[config.mk]
export PLATFORM = sky130hd
export DESIGN_NAME = weighted_path_udp_header_builder
export DESIGN_NICKNAME = d
export VERILOG_FILES = /design/src/whbld_pkg.sv /design/src/whbld_cfg_regs.sv /design/src/whbld_hdr_calc.sv /design/src/weighted_path_udp_header_builder.sv
export SDC_FILE = /design/constraint.sdc
export NUM_CORES = 1
export LEC_CHECK = 0
export BUFFER_PORTS_ARGS = -buffer_cell sky130_fd_sc_hd__buf_2
export CORE_MARGIN = 2
export CORE_UTILIZATION = 66
export CTS_CLUSTER_DIAMETER = 60
export DETAILED_ROUTE_END_ITERATION = 8
export PLACE_DENSITY = 0.87
export SKIP_CTS_REPAIR_TIMING = 1
export SLEW_MARGIN = 20
export SYNTH_ARGS = -nofsm -noshare
export SYNTH_HDL_FRONTEND = slang
export SYNTH_SLANG_ARGS = --single-unit
[constraint.sdc]
create_clock -name clk -period 29.8 [get_ports clk]
set_input_delay 0 -clock clk [delete_from_list [all_inputs] [get_ports clk]]
set_output_delay 0 -clock clk [all_outputs]
set_load 0.1 [all_outputs]
[src/whbld_pkg.sv]
// Shared types, constants and helper functions for the weighted-path UDP/IPv4
// header builder. No dependencies.
`default_nettype none

package whbld_pkg;

    // Fixed widths and limits
    localparam int unsigned MAX_PATHS  = 5;
    localparam int unsigned CUM_REGS   = 4;
    localparam int unsigned CFG_DATA_W = 32;
    localparam int unsigned CFG_IDX_W  = 3;

    localparam logic [9:0]  PER_MILLE   = 10'd1000;
    localparam logic [10:0] HDR_FIXED   = 11'd42;
    localparam logic [10:0] MIN_PAYLOAD = 11'd10;
    localparam logic [10:0] IP_UDP_HDRS = 11'd28;
    localparam logic [10:0] UDP_HDR     = 11'd8;
    localparam logic [15:0] PROTO_UDP   = 16'd17;

    // Fixed IPv4 header words: ver/ihl/tos, ident 54321, flags/frag 0, ttl 64/proto 17
    localparam logic [18:0] IP_FIXED_SUM = 19'h04500 + 19'd54321 + 19'h04011;

    // Reset values
    localparam logic [15:0] PORT_BASE_RST  = 16'd8000;
    localparam logic [2:0]  PATH_COUNT_RST = 3'd1;

    typedef enum logic [CFG_IDX_W-1:0] {
        REG_SRC_IP     = 3'd0,
        REG_DST_IP     = 3'd1,
        REG_PORT_BASE  = 3'd2,
        REG_PATH_COUNT = 3'd3,
        REG_CUM_1      = 3'd4,
        REG_CUM_2      = 3'd5,
        REG_CUM_3      = 3'd6,
        REG_CUM_4      = 3'd7
    } cfg_index_t;

    typedef struct packed {
        logic [31:0]               src_ip;
        logic [31:0]               dst_ip;
        logic [15:0]               port_base;
        logic [2:0]                path_count;
        logic [CUM_REGS-1:0][9:0]  cum;
    } cfg_t;

    typedef struct packed {
        logic [2:0]  path_id;
        logic [15:0] src_port;
        logic [10:0] ip_total_len;
        logic [15:0] ip_checksum;
        logic [10:0] udp_len;
        logic [15:0] udp_checksum;
    } res_t;

    // Two end-around-carry folds, then invert.
    function automatic logic [15:0] csum_fold(input logic [18:0] s);
        logic [16:0] a;
        logic [16:0] b;
        a = 17'(s[18:16]) + 17'(s[15:0]);
        b = 17'(a[16]) + 17'(a[15:0]);
        return ~b[15:0];
    endfunction

    // Last path whose closed interval [cum(i), cum(i+1)] holds r; 0 if none.
    // Bounds past the usable count sit at 1000.
    function automatic logic [2:0] choose_path(input logic [9:0] r, input cfg_t cfg);
        logic [2:0]                 cnt;
        logic [MAX_PATHS:0][9:0]    bnd;
        logic [2:0]                 pick;
        cnt    = (cfg.path_count > 3'(MAX_PATHS)) ? 3'(MAX_PATHS) : cfg.path_count;
        pick   = '0;
        bnd    = {(MAX_PATHS + 1){PER_MILLE}};
        bnd[0] = '0;
        for (int i = 0; i < CUM_REGS; i++)
        begin
            if (3'(i + 1) < cnt)
            begin
                bnd[i+1] = (cfg.cum[i] > PER_MILLE) ? PER_MILLE : cfg.cum[i];
            end
        end
        for (int i = 0; i < MAX_PATHS; i++)
        begin
            if ((3'(i) < cnt) && (r >= bnd[i]) && (r <= bnd[i+1]))
            begin
                pick = 3'(i);
            end
        end
        return pick;
    endfunction

endpackage

`default_nettype wire

[src/whbld_cfg_regs.sv]
// Configuration register file for the header builder.
// Depends on whbld_pkg.
`default_nettype none

module whbld_cfg_regs
    import whbld_pkg::*;
(
    input  wire logic                  clk,
    input  wire logic                  rst_n,
    input  wire logic                  cfg_we,
    input  wire logic [CFG_IDX_W-1:0]  cfg_index,
    input  wire logic [CFG_DATA_W-1:0] cfg_data,
    output cfg_t                       cfg
);

    cfg_t cfg_reg;
    cfg_t cfg_next;

    always_comb
    begin
        cfg_next = cfg_reg;
        if (cfg_we)
        begin
            unique case (cfg_index_t'(cfg_index))
                REG_SRC_IP:     cfg_next.src_ip     = cfg_data;
                REG_DST_IP:     cfg_next.dst_ip     = cfg_data;
                REG_PORT_BASE:  cfg_next.port_base  = cfg_data[15:0];
                REG_PATH_COUNT: cfg_next.path_count = cfg_data[2:0];
                REG_CUM_1:      cfg_next.cum[0]     = cfg_data[9:0];
                REG_CUM_2:      cfg_next.cum[1]     = cfg_data[9:0];
                REG_CUM_3:      cfg_next.cum[2]     = cfg_data[9:0];
                REG_CUM_4:      cfg_next.cum[3]     = cfg_data[9:0];
                default:        cfg_next = cfg_reg;
            endcase
        end
    end

    always_ff @(posedge clk or negedge rst_n)
    begin
        if (!rst_n)
        begin
            cfg_reg.src_ip     <= '0;
            cfg_reg.dst_ip     <= '0;
            cfg_reg.port_base  <= PORT_BASE_RST;
            cfg_reg.path_count <= PATH_COUNT_RST;
            cfg_reg.cum        <= {CUM_REGS{PER_MILLE}};
        end
        else
        begin
            cfg_reg <= cfg_next;
        end
    end

    assign cfg = cfg_reg;

endmodule

`default_nettype wire

[src/whbld_hdr_calc.sv]
// Single-pass header math: path pick, ports, lengths, both checksums.
// Depends on whbld_pkg.
`default_nettype none

module whbld_hdr_calc
    import whbld_pkg::*;
(
    input  wire cfg_t         cfg,
    input  wire logic [9:0]   rand_value,
    input  wire logic [10:0]  pkt_len,
    input  wire logic [15:0]  dst_port,
    output res_t              res
);

    logic [2:0]  path;
    logic [15:0] sport;
    logic [10:0] payload;
    logic [10:0] tot;
    logic [10:0] ulen;
    logic [17:0] addr_sum;
    logic [18:0] ip_sum;
    logic [18:0] udp_sum;
    logic [15:0] udp_fold;

    always_comb
    begin
        path    = choose_path(rand_value, cfg);
        sport   = cfg.port_base + 16'(path);
        // short frames clamp to the minimum payload
        payload = (pkt_len > (HDR_FIXED + MIN_PAYLOAD)) ? (pkt_len - HDR_FIXED) : MIN_PAYLOAD;
        tot     = payload + IP_UDP_HDRS;
        ulen    = payload + UDP_HDR;

        addr_sum = 18'(cfg.src_ip[31:16]) + 18'(cfg.src_ip[15:0])
                 + 18'(cfg.dst_ip[31:16]) + 18'(cfg.dst_ip[15:0]);

        ip_sum  = IP_FIXED_SUM + 19'(tot) + 19'(addr_sum);
        udp_sum = 19'(addr_sum) + 19'(PROTO_UDP) + 19'(ulen) + 19'(ulen)
                + 19'(sport) + 19'(dst_port);
        udp_fold = csum_fold(udp_sum);

        res.path_id      = path;
        res.src_port     = sport;
        res.ip_total_len = tot;
        res.ip_checksum  = csum_fold(ip_sum);
        res.udp_len      = ulen;
        // zero UDP checksum means "none", so send all ones instead
        res.udp_checksum = (udp_fold == 16'h0000) ? 16'hffff : udp_fold;
    end

endmodule

`default_nettype wire

[src/weighted_path_udp_header_builder.sv]
// Weighted multipath UDP/IPv4 header builder. Each request word (rand_value,
// pkt_len, dst_port) yields one result word: the chosen path (last path whose
// per-mille interval holds rand_value, 0 if none), the source port
// port_base + path, IPv4 total length and UDP length for a zero payload of
// max(pkt_len - 42, 10) bytes, the IPv4 header checksum and the UDP checksum
// (pseudo-header plus UDP header; a zero result is sent as 0xFFFF).
// Two register stages: the input register, then the full header math in one
// combinational pass into the result register. An accepted word moves on
// into the result register once that register is empty or being drained,
// and out_valid then rises. Throughput is one word per clock while out_stall
// is low; the input stage keeps accepting while a result waits, and in_stall
// rises only when both stages are full and out_stall is high. Configuration
// registers (cfg_index 0..7: src_ip, dst_ip, port_base, path_count,
// cum_threshold_1..4) are written through cfg_we and must be changed only while
// no word is in flight.
// Depends on whbld_pkg, whbld_cfg_regs, whbld_hdr_calc.
`default_nettype none

module weighted_path_udp_header_builder
    import whbld_pkg::*;
(
    input  wire logic                  clk,
    input  wire logic                  rst_n,
    // configuration write port
    input  wire logic                  cfg_we,
    input  wire logic [CFG_IDX_W-1:0]  cfg_index,
    input  wire logic [CFG_DATA_W-1:0] cfg_data,
    // request channel
    input  wire logic                  in_valid,
    output logic                       in_stall,
    input  wire logic [9:0]            rand_value,
    input  wire logic [10:0]           pkt_len,
    input  wire logic [15:0]           dst_port,
    // result channel
    output logic                       out_valid,
    input  wire logic                  out_stall,
    output logic [2:0]                 path_id,
    output logic [15:0]                src_port,
    output logic [10:0]                ip_total_len,
    output logic [15:0]                ip_checksum,
    output logic [10:0]                udp_len,
    output logic [15:0]                udp_checksum
);

    cfg_t cfg;
    res_t calc_res;

    // input stage
    logic        s1_valid_reg;
    logic        s1_valid_next;
    logic [9:0]  s1_rand_reg;
    logic [10:0] s1_len_reg;
    logic [15:0] s1_dport_reg;

    // result stage
    logic        s2_valid_reg;
    logic        s2_valid_next;
    res_t        s2_res_reg;

    logic        in_take;
    logic        s2_load;

    whbld_cfg_regs u_cfg_regs (
        .clk       (clk),
        .rst_n     (rst_n),
        .cfg_we    (cfg_we),
        .cfg_index (cfg_index),
        .cfg_data  (cfg_data),
        .cfg       (cfg)
    );

    whbld_hdr_calc u_hdr_calc (
        .cfg        (cfg),
        .rand_value (s1_rand_reg),
        .pkt_len    (s1_len_reg),
        .dst_port   (s1_dport_reg),
        .res        (calc_res)
    );

    // Result register can take a new word when empty or being drained.
    assign s2_load  = !s2_valid_reg || !out_stall;
    // Input stage blocks only when it holds a word that cannot move on.
    assign in_stall = s1_valid_reg && !s2_load;
    assign in_take  = in_valid && !in_stall;

    always_comb
    begin
        if (in_take)
        begin
            s1_valid_next = 1'b1;
        end
        else if (s2_load)
        begin
            s1_valid_next = 1'b0;
        end
        else
        begin
            s1_valid_next = s1_valid_reg;
        end
        s2_valid_next = s2_load ? s1_valid_reg : s2_valid_reg;
    end

    always_ff @(posedge clk or negedge rst_n)
    begin
        if (!rst_n)
        begin
            s1_valid_reg <= 1'b0;
            s2_valid_reg <= 1'b0;
        end
        else
        begin
            s1_valid_reg <= s1_valid_next;
            s2_valid_reg <= s2_valid_next;
        end
    end

    // payload registers, no reset
    always_ff @(posedge clk)
    begin
        if (in_take)
        begin
            s1_rand_reg  <= rand_value;
            s1_len_reg   <= pkt_len;
            s1_dport_reg <= dst_port;
        end
        if (s2_load && s1_valid_reg)
        begin
            s2_res_reg <= calc_res;
        end
    end

    assign out_valid    = s2_valid_reg;
    assign path_id      = s2_res_reg.path_id;
    assign src_port     = s2_res_reg.src_port;
    assign ip_total_len = s2_res_reg.ip_total_len;
    assign ip_checksum  = s2_res_reg.ip_checksum;
    assign udp_len      = s2_res_reg.udp_len;
    assign udp_checksum = s2_res_reg.udp_checksum;

endmodule

`default_nettype wire

==> flow_metrics.py, run 1 <==
metrics = {
    "flow_run": {
        "drv.max_cap_violation_count": 0,
    },
    "final_layout": {
        "largest_register_ffs": 123,
        "drive_above_1_share_pct": 19.4,
        "stdcell_count": 2135,
        "areaGrowthSynthToFinish_pct": 17.1,
        "antenna_cells": 0,
        "final_design_area_no_fill_um2": 18900,
        "nNetsFinal": 2063,
    },
    "placement": {
        "portBuffers": 151,
        "dpl.cell_count": 2014,
        "placed_area_um2": 17300,
        "hpwlAfterDp_mm": 29.0,
        "gp_congestion": 0.939,
    },
    "cts": {
        "clock-sinks": 233,
        "cts.reportedPaths.clkPinSlew_ns": 0.06,
        "cts.htree.levels": 1,
        "cts_tree": "yes",
        "clock_insertion_delay_worst_skew_ns": 0.56,
        "cts-root-to-sink-buffers": 3,
        "cts.root.buffer_cell": "sky130_fd_sc_hd__clkbuf_16",
        "cts_made_buffers": 26,
    },
    "critical_path": {
        "timing.critical_path.mode_cell": "sky130_fd_sc_hd__ha_1",
        "number_of_cells_on_the_worst_reg_to_reg_path": 52,
        "critical_path_required_ns": 30.19,
        "end_of_the_worst_register_to_register_path": "udp_checksum[7]",
        "endpoint_kind": "register",
        "worstSetupPathType": "register to register",
        "critPathMaxFanout": 15,
        "rr_startpoint": "u_cfg_regs.cfg[30]",
        "critPathMaxStageDelay_ns": 0.56,
        "ff2ff_setup_slack_ns": 18.32,
        "timing.critical_path.slowest_stage_cell": "sky130_fd_sc_hd__fa_1",
        "critical_path_arrival_ns": 11.86,
        "start_kind": "register",
    },
    "detailed_routing": {
        "routed_wirelength_mm": 40.7,
        "detail_route.vias_per_cell": 5.98,
        "ant_nets": 0,
        "detailedRoute.firstIterationViolations": 1007,
        "drt_first_pass_iters": 5,
        "drt-wirelength-per-cell_um": 19.0,
        "remaining_drc_errors": 0,
        "detailroute.via_count": 12770,
    },
    "worst_hold_path": {
        "min_path_type": "input port to async pin",
    },
    "timing": {
        "timing_worst_slew_pin_value_ns": 1.04,
        "slew_headroom_pct": 30.4,
        "totalNegativeSetupSlack_ns": 0,
        "fmaxAchievable_mhz": 87.1,
        "post-route-period-util_pct": 38.5,
        "fin_crit_ns": 11.48,
        "maxSlewViolCount": 0,
        "setup_viol": 0,
        "rsz0062_at_grt": "false",
        "hold_viol": 0,
        "worst_setup_skew_after_layout_ns": 0.0192,
    },
    "synth": {
        "synthDistinctLibCells": 78,
        "post-synth-top-area-cell": "sky130_fd_sc_hd__edfxtp_1",
        "synth_seq_cells": 233,
        "synth_common_cells": "186 x sky130_fd_sc_hd__inv_1, 146 x sky130_fd_sc_hd__ha_1, 113 x sky130_fd_sc_hd__nand2_1",
        "netlist_instances": 1562,
        "post-synth-top-count-cell": "sky130_fd_sc_hd__inv_1",
        "synth.avg_cell_area_um2": 10.3,
        "synth_top_cell_area_share_pct": 20.1,
        "synth.yosys.seq_area_share_pct": 39.7,
        "synthesized_nets": 1834,
        "netlist_top_cells_area": "sky130_fd_sc_hd__edfxtp_1 20%, sky130_fd_sc_hd__dfrtp_1 15%, sky130_fd_sc_hd__ha_1 11%",
        "postSynth.topFlopCell": "sky130_fd_sc_hd__edfxtp_1",
        "synth-edff-count": 108,
        "synthArstFlopShare_pct": 53.6,
        "mappedNetlistArea_um2": 16200,
        "yosysWarnings": 0,
    },
    "global_routing": {
        "grt_start_max_net_pins": 72,
        "number_of_global_route_vias_before_repair": 12696,
        "grt_pass1_wl_mm": 63.4,
        "gr-total-overflow": 0,
        "track_usage_pct": 30.6,
        "antenna_found_initial": 0,
    },
    "floorplan": {
        "placement_rows": 57,
        "design.core.area_um2": 24200,
        "initial_utilization_pct": 66.8,
        "die_area_um2": 25800,
        "ioPinCount": 152,
        "die-height_um": 160,
        "die_x_um": 160,
    },
    "status": {
        "status": "finished, final reports clean",
    },
}
## layout make-up
cell class,instances,area (µm²)
Clock buffer,36,769
Clock inverter,12,149
Fill cell,1477,5260
Inverter,186,698
Multi-Input combinational cell,1114,8950
Sequential cell,233,6410
Tap cell,324,405
Timing Repair Buffer,230,1530
## cells in the final DEF, fill, tap and decap left out, types with 9 or more instances in the layout
master,instances
sky130_fd_sc_hd__ha_1,146
sky130_fd_sc_hd__dlygate4sd3_1,73
sky130_fd_sc_hd__edfxtp_1,108
sky130_fd_sc_hd__nand4_1,17
sky130_fd_sc_hd__nor2_1,83
sky130_fd_sc_hd__nand2b_1,16
sky130_fd_sc_hd__o21ai_0,77
sky130_fd_sc_hd__clkbuf_16,27
sky130_fd_sc_hd__nand3_1,33
sky130_fd_sc_hd__nor4_1,10
sky130_fd_sc_hd__or3_1,17
sky130_fd_sc_hd__xnor2_1,76
sky130_fd_sc_hd__nor3_1,32
sky130_fd_sc_hd__dfrtp_1,94
sky130_fd_sc_hd__o21bai_1,11
sky130_fd_sc_hd__mux2_2,90
sky130_fd_sc_hd__buf_2,150
sky130_fd_sc_hd__and2_1,9
sky130_fd_sc_hd__dfstp_2,31
sky130_fd_sc_hd__inv_1,186
sky130_fd_sc_hd__nor2b_1,23
sky130_fd_sc_hd__fa_1,49
sky130_fd_sc_hd__nand2_1,113
sky130_fd_sc_hd__a211oi_1,15
sky130_fd_sc_hd__a21o_1,38
sky130_fd_sc_hd__xor2_1,48
sky130_fd_sc_hd__a21oi_1,58
sky130_fd_sc_hd__and3_1,12
sky130_fd_sc_hd__or2_2,12
sky130_fd_sc_hd__o21a_1,15
## metal layers
layer  part of all wire (%)  wire length [µm]  global-route usage (%)
met1                     40             16500                    39.1
met2                     49             19800                    52.0
met3                    6.4              2620                    4.80
met4                    4.3              1760                    13.1
met5                      0                 0                       0
## critical path: cells and delay by family, from the launching register on
kind | cells | cell delay [ns]
simple gates | 19 | 3.71
buf+inv | 3 | 0.20
xor+xnor | 2 | 0.28
fa+ha+maj | 9 | 2.91
flops | 1 | 0.38
compound gates | 19 | 3.79
## stage by stage
step	utilization, %	setup slack [ns]	hold WS (ns)
after floorplan	-	19.80	-0.296
after global placement	71.4	19.10	0.0839
after detailed placement	71.4	18.63	0.0894
after CTS	75.2	18.46	-0.497
after global routing	78.3	17.43	0.0550
final	78.3	18.32	0.0288
## how the worst max path moves through the flow
stage	startpoint	end	cells after the start
after floorplan	u_cfg_regs.cfg[30]	udp_checksum[14]	51
after global routing	u_cfg_regs.cfg[30]	udp_checksum[7]	51
final	u_cfg_regs.cfg[30]	udp_checksum[7]	52
after global placement	u_cfg_regs.cfg[30]	udp_checksum[11]	53
after CTS	u_cfg_regs.cfg[30]	udp_checksum[11]	52
after detailed placement	u_cfg_regs.cfg[30]	udp_checksum[11]	52
## cell families (layout without fill, tap and decap cells)
logic type	count (synthesis)	count (layout)	share of synthesized area, %
compound gates	293	293	11.9
flops	233	233	39.7
xor+xnor	126	126	6.92
mux	92	92	6.40
buf+inv	215	464	5.09
simple gates	408	408	12.6
fa+ha+maj	195	195	17.4
Power of run 1 is left out: the tool's default activity adds up to more than one toggle a clock period on the data nets, which glitch-free logic cannot reach.
==> run 2: changes to the inputs <==
Settings changed: CORE_UTILIZATION 66 to 61, PLACE_DENSITY 0.87 to 0.82.
Clock period 29.8 ns to 11.95 ns, I/O delays scaled along.
==> run 2 against run 1 <==
Register-to-register slack got worse by 18 ns; count of clock-buffer cells in the layout rose by 2; worst hold slack got worse by 0.018 ns; clock skew fell by 0.0069 ns; via count fell by 0.48%; largest cell class unchanged.
==> flow_metrics.py, run 2 (synthesis gave the netlist of run 1 again) <==
metrics = {
    "status": {
        "status": "finished, final reports clean",
    },
    "placement": {
        "portBuffers": 151,
        "placed_area_um2": 17300,
        "dpl.cell_count": 2025,
        "hpwlAfterDp_mm": 29.0,
        "gp_congestion": 0.908,
    },
    "timing": {
        "slew_headroom_pct": 28.0,
        "maxSlewViolCount": 0,
        "post-route-period-util_pct": 94.7,
        "fmaxAchievable_mhz": 88.4,
        "totalNegativeSetupSlack_ns": 0,
        "fin_crit_ns": 11.32,
        "setup_viol": 0,
        "worst_setup_skew_after_layout_ns": 0.0122,
        "hold_viol": 0,
        "timing_worst_slew_pin_value_ns": 1.08,
    },
    "floorplan": {
        "placement_rows": 59,
        "die_area_um2": 27800,
        "design.core.area_um2": 26100,
        "die-height_um": 167,
        "ioPinCount": 152,
        "die_x_um": 167,
        "initial_utilization_pct": 62.0,
    },
    "critical_path": {
        "endpoint_kind": "register",
        "worst_path_dominant_cell_family": "compound AO/OA/AOI/OAI gates",
        "critPathMaxFanout": 10,
        "worstSetupPathType": "register to register",
        "start_kind": "register",
        "critical_path_arrival_ns": 11.74,
        "critPathMaxStageDelay_ns": 0.55,
        "critical_path_required_ns": 12.38,
        "timing.critical_path.slowest_stage_cell": "sky130_fd_sc_hd__fa_1",
        "critical_path_buf_inv_count": 4,
    },
    "flow_run": {
        "drv.max_cap_violation_count": 0,
    },
    "detailed_routing": {
        "drt-wirelength-per-cell_um": 18.8,
        "ant_nets": 0,
        "routed_wirelength_mm": 40.5,
        "remaining_drc_errors": 0,
        "detail_route.vias_per_cell": 5.90,
        "detailroute.via_count": 12709,
        "detailedRoute.firstIterationViolations": 1033,
        "drt_first_pass_iters": 5,
    },
    "final_layout": {
        "final_design_area_no_fill_um2": 19100,
        "areaGrowthSynthToFinish_pct": 18.1,
        "largest_register_ffs": 123,
        "fill_cell_count": 1786,
        "antenna_cells": 0,
        "register_area_um2": 6410,
        "most_used_cells_in_the_layout_excluding_fill_and_tap_cells": "186 x sky130_fd_sc_hd__inv_1, 150 x sky130_fd_sc_hd__buf_2, 146 x sky130_fd_sc_hd__ha_1",
        "most_frequent_standard_cell_in_the_layout_excluding_fill_and_tap_cells": "sky130_fd_sc_hd__inv_1",
        "core_utilization_of_the_finished_layout_pct": 73.2,
        "nNetsFinal": 2070,
        "drive_above_1_share_pct": 20.1,
        "stdcell_count": 2155,
        "multi_input_area_um2": 9020,
    },
    "cts": {
        "cts.reportedPaths.clkPinSlew_ns": 0.06,
        "cts_tree": "yes",
        "clock_insertion_delay_worst_skew_ns": 0.57,
        "cts-root-to-sink-buffers": 3,
        "clock-sinks": 233,
        "cts.htree.levels": 1,
        "cts_made_buffers": 28,
        "cts.root.buffer_cell": "sky130_fd_sc_hd__clkbuf_16",
    },
    "global_routing": {
        "antenna_found_initial": 0,
        "number_of_global_route_vias_before_repair": 12432,
        "gr-total-overflow": 0,
        "track_usage_pct": 28.0,
        "grt_pass1_wl_mm": 63.1,
        "grt_start_max_net_pins": 72,
    },
    "worst_hold_path": {
        "min_path_type": "input port to register",
    },
}
## run 2: path summary, 6_finish.rpt
kind                                    startpoint                  to  slack [ns]  cells past startpoint
worst min-delay path                        cfg_we  u_cfg_regs.cfg[41]        0.01                      3
worst max register to register  u_cfg_regs.cfg[31]    udp_checksum[10]        0.63                     52
min in group asynchronous                    rst_n   u_cfg_regs.cfg[2]        0.07                      2
worst min register to register        s1_valid_reg           out_valid        0.51                      1
worst max-delay path            u_cfg_regs.cfg[31]    udp_checksum[10]        0.63                     52
max in group asynchronous                    rst_n  u_cfg_regs.cfg[93]       10.61                      3
## run 2: through the flow
stage               hold slack [ns]  setup WS, ns
floorplan                    -0.296          1.95
global placement              0.158          1.19
detailed placement            0.169         0.701
CTS                          -0.433         0.578
global route                 0.0306       -0.0583
finish                       0.0106         0.632
## run 2: worst reg2reg max path, delay by kind of cell (launching register included)
| kind | cells | cell delay (ns) |
|---|---|---|
| AOI/OAI and AO/OA | 20 | 4.10 |
| adders and majority gates | 9 | 3.33 |
| and+or+nand+nor | 17 | 2.62 |
| DFF | 1 | 0.40 |
| buffers and inverters | 4 | 0.36 |
| xor gates and xnor gates | 2 | 0.35 |
## run 2: area by class of cell
cell class / count / area share [%]
well taps: 335 / 2.20
clock buffers: 38 / 4.08
inverters: 186 / 3.66
multi-input cells: 1115 / 47.2
clock inverters: 14 / 1.04
flip-flops and latches: 233 / 33.6
repair buffers: 234 / 8.19
## run 2: layer usage
metal  share of wire (%)  wire [µm]  up-vias  global-route usage [%]
met3                 5.7       2330      110                    4.06
li1                    -          -     5966                       -
met2                  49      19700      425                    47.9
met4                 3.8       1550        0                    10.6
met5                   0          0        -                       0
met1                  42      16900     6208                    36.5
Power of run 2 is left out for the same reason.
==> run 3: changes to the inputs <==
Clock period 11.95 ns to 10.85 ns, I/O delays scaled along.
==> run 3 against run 2 <==
Setup slack got worse by 0.36 ns; sequential share of layout area down 0.34 points; register-to-register slack got worse by 0.36 ns; fmax grew 7.0%; cell count increased by 0.51%; core utilization rose by 0.74 points; routed wire length shrank 1.3%; via count is 0.60% higher; highest routed layer unchanged.
==> flow_metrics.py, run 3 (synthesis gave the netlist of run 1 again) <==
metrics = {
    "timing": {
        "hold_viol": 0,
        "finalWorstSetupSlack_ns": 0.276,
        "fmaxAchievable_mhz": 94.6,
        "hold-worst-slack_ns": 0.0106,
        "worst_setup_skew_after_layout_ns": 0.0107,
        "maxSlewViolCount": 0,
        "slew_headroom_pct": 30.9,
        "fin_crit_ns": 10.57,
        "setup_viol": 0,
        "timing_worst_slew_pin_value_ns": 1.04,
        "post-route-period-util_pct": 97.5,
    },
    "critical_path": {
        "critPathLaunch": "u_cfg_regs.cfg[30]",
        "critPathMaxStageDelay_ns": 0.61,
        "rr_startpoint": "u_cfg_regs.cfg[30]",
        "endpoint": "udp_checksum[1]",
        "ff2ff_setup_slack_ns": 0.28,
        "critical_path_required_ns": 11.24,
        "number_of_cells_on_the_worst_reg_to_reg_path": 49,
        "critPathMaxFanout": 8,
        "critical_path_arrival_ns": 10.97,
        "worstSetupPathType": "register to register",
        "start_kind": "register",
        "timing.critical_path.slowest_stage_cell": "sky130_fd_sc_hd__nor4_1",
        "endpoint_kind": "register",
        "end_of_the_worst_register_to_register_path": "udp_checksum[1]",
        "timing.critical_path.mode_cell": "sky130_fd_sc_hd__o21a_1",
    },
    "final_layout": {
        "antenna_cells": 0,
        "fill_cell_count": 1738,
        "drive_above_1_share_pct": 22.2,
        "core_utilization_of_the_finished_layout_pct": 74.0,
        "most_frequent_standard_cell_in_the_layout_excluding_fill_and_tap_cells": "sky130_fd_sc_hd__inv_1",
        "nNetsFinal": 2084,
        "largest_register_ffs": 123,
        "areaGrowthSynthToFinish_pct": 19.3,
        "most_used_cells_in_the_layout_excluding_fill_and_tap_cells": "186 x sky130_fd_sc_hd__inv_1, 150 x sky130_fd_sc_hd__buf_2, 139 x sky130_fd_sc_hd__ha_1",
    },
    "cts": {
        "clock_insertion_delay_worst_skew_ns": 0.56,
        "cts_made_buffers": 27,
        "cts-root-to-sink-buffers": 3,
        "cts_tree": "yes",
        "cts.root.buffer_cell": "sky130_fd_sc_hd__clkbuf_16",
        "clock-sinks": 233,
        "cts.htree.levels": 1,
        "cts.reportedPaths.clkPinSlew_ns": 0.06,
    },
    "detailed_routing": {
        "drt_first_pass_iters": 5,
        "remaining_drc_errors": 0,
        "detailedRoute.firstIterationViolations": 919,
        "detailroute.via_count": 12785,
        "routed_wirelength_mm": 40.0,
        "ant_nets": 0,
        "drt-wirelength-per-cell_um": 18.5,
        "detail_route.vias_per_cell": 5.90,
    },
    "placement": {
        "portBuffers": 151,
        "placement.setup.worst_slack_ns": -0.221,
        "hpwlAfterDp_mm": 28.8,
        "gp_congestion": 0.944,
    },
    "global_routing": {
        "antenna_found_initial": 0,
        "grt_pass1_wl_mm": 61.0,
        "grt_start_max_net_pins": 74,
        "track_usage_pct": 27.1,
        "gr-total-overflow": 0,
        "number_of_global_route_vias_before_repair": 12196,
    },
    "flow_run": {
        "drv.max_cap_violation_count": 0,
    },
    "floorplan": {
        "design.core.area_um2": 26100,
        "die-height_um": 167,
        "die_x_um": 167,
        "placement_rows": 59,
        "ioPinCount": 152,
        "die_area_um2": 27800,
        "initial_utilization_pct": 62.0,
    },
    "status": {
        "status": "finished, final reports clean",
    },
    "worst_hold_path": {
        "min_path_type": "input port to register",
    },
}
==> run 3: cell count changes in the layout (fill, tap and decap cells not counted), sizes merged <==
cell      before  now
buf          161  177
inv          190  188
clkinvlp       1    0
nand4         20   19
clkbuf        38   39
clkinv         6    4
==> run 3: through the flow <==
| stage | instance area, µm² | setup TNS (ns) | std cells |
|---|---|---|---|
| final | 19300 | 0 | 2166 |
| after global routing | 19300 | -2.87 | 2166 |
| after CTS | 18300 | -3.15 | 2083 |
| after detailed placement | 17400 | -1.37 | 2035 |
| after global placement | 17400 | 0 | 2035 |
| after floorplan | 16200 | 0 | 1562 |
==> run 3: worst max-delay path, delay by kind of cell (launching register included) <==
kind	cells	cell delay, ns
flops	1	0.40
simple gates	15	3.52
xor+xnor	3	0.56
fa+ha+maj	7	2.17
compound gates	19	3.25
buf+inv	5	0.49
==> run 3: layout make-up <==
| class | instances | area, µm² | area share (%) |
|---|---|---|---|
| Clock inverter | 9 | 136 | 0.707 |
| Multi-Input combinational cell | 1114 | 9170 | 47.6 |
| Timing Repair Buffer | 250 | 1690 | 8.75 |
| Sequential cell | 233 | 6410 | 33.2 |
| Inverter | 186 | 698 | 3.62 |
| Clock buffer | 39 | 761 | 3.95 |
| Tap cell | 335 | 419 | 2.17 |
==> run 3: worst min path at each step <==
| stage | depth (start not counted) | to | startpoint |
|---|---|---|---|
| finish | 3 | u_cfg_regs.cfg[42] | cfg_we |
| global route | 3 | u_cfg_regs.cfg[42] | cfg_we |
| CTS | 1 | u_cfg_regs.cfg[4] | rst_n |
| detailed placement | 1 | u_cfg_regs.cfg[4] | rst_n |
| global placement | 1 | u_cfg_regs.cfg[4] | rst_n |
| floorplan | 0 | out_valid | rst_n |
==> run 3: per-layer routing <==
| layer | vias to the layer above | track usage (%) | wire length (µm) |
|---|---|---|---|
| li1 | 5991 | - | - |
| met1 | 6227 | 36.1 | 16800 |
| met2 | 474 | 46.0 | 19400 |
| met3 | 93 | 4.13 | 2470 |
| met4 | 0 | 8.40 | 1320 |
| met5 | - | 0 | 0 |
Power of run 3 is left out for the same reason.
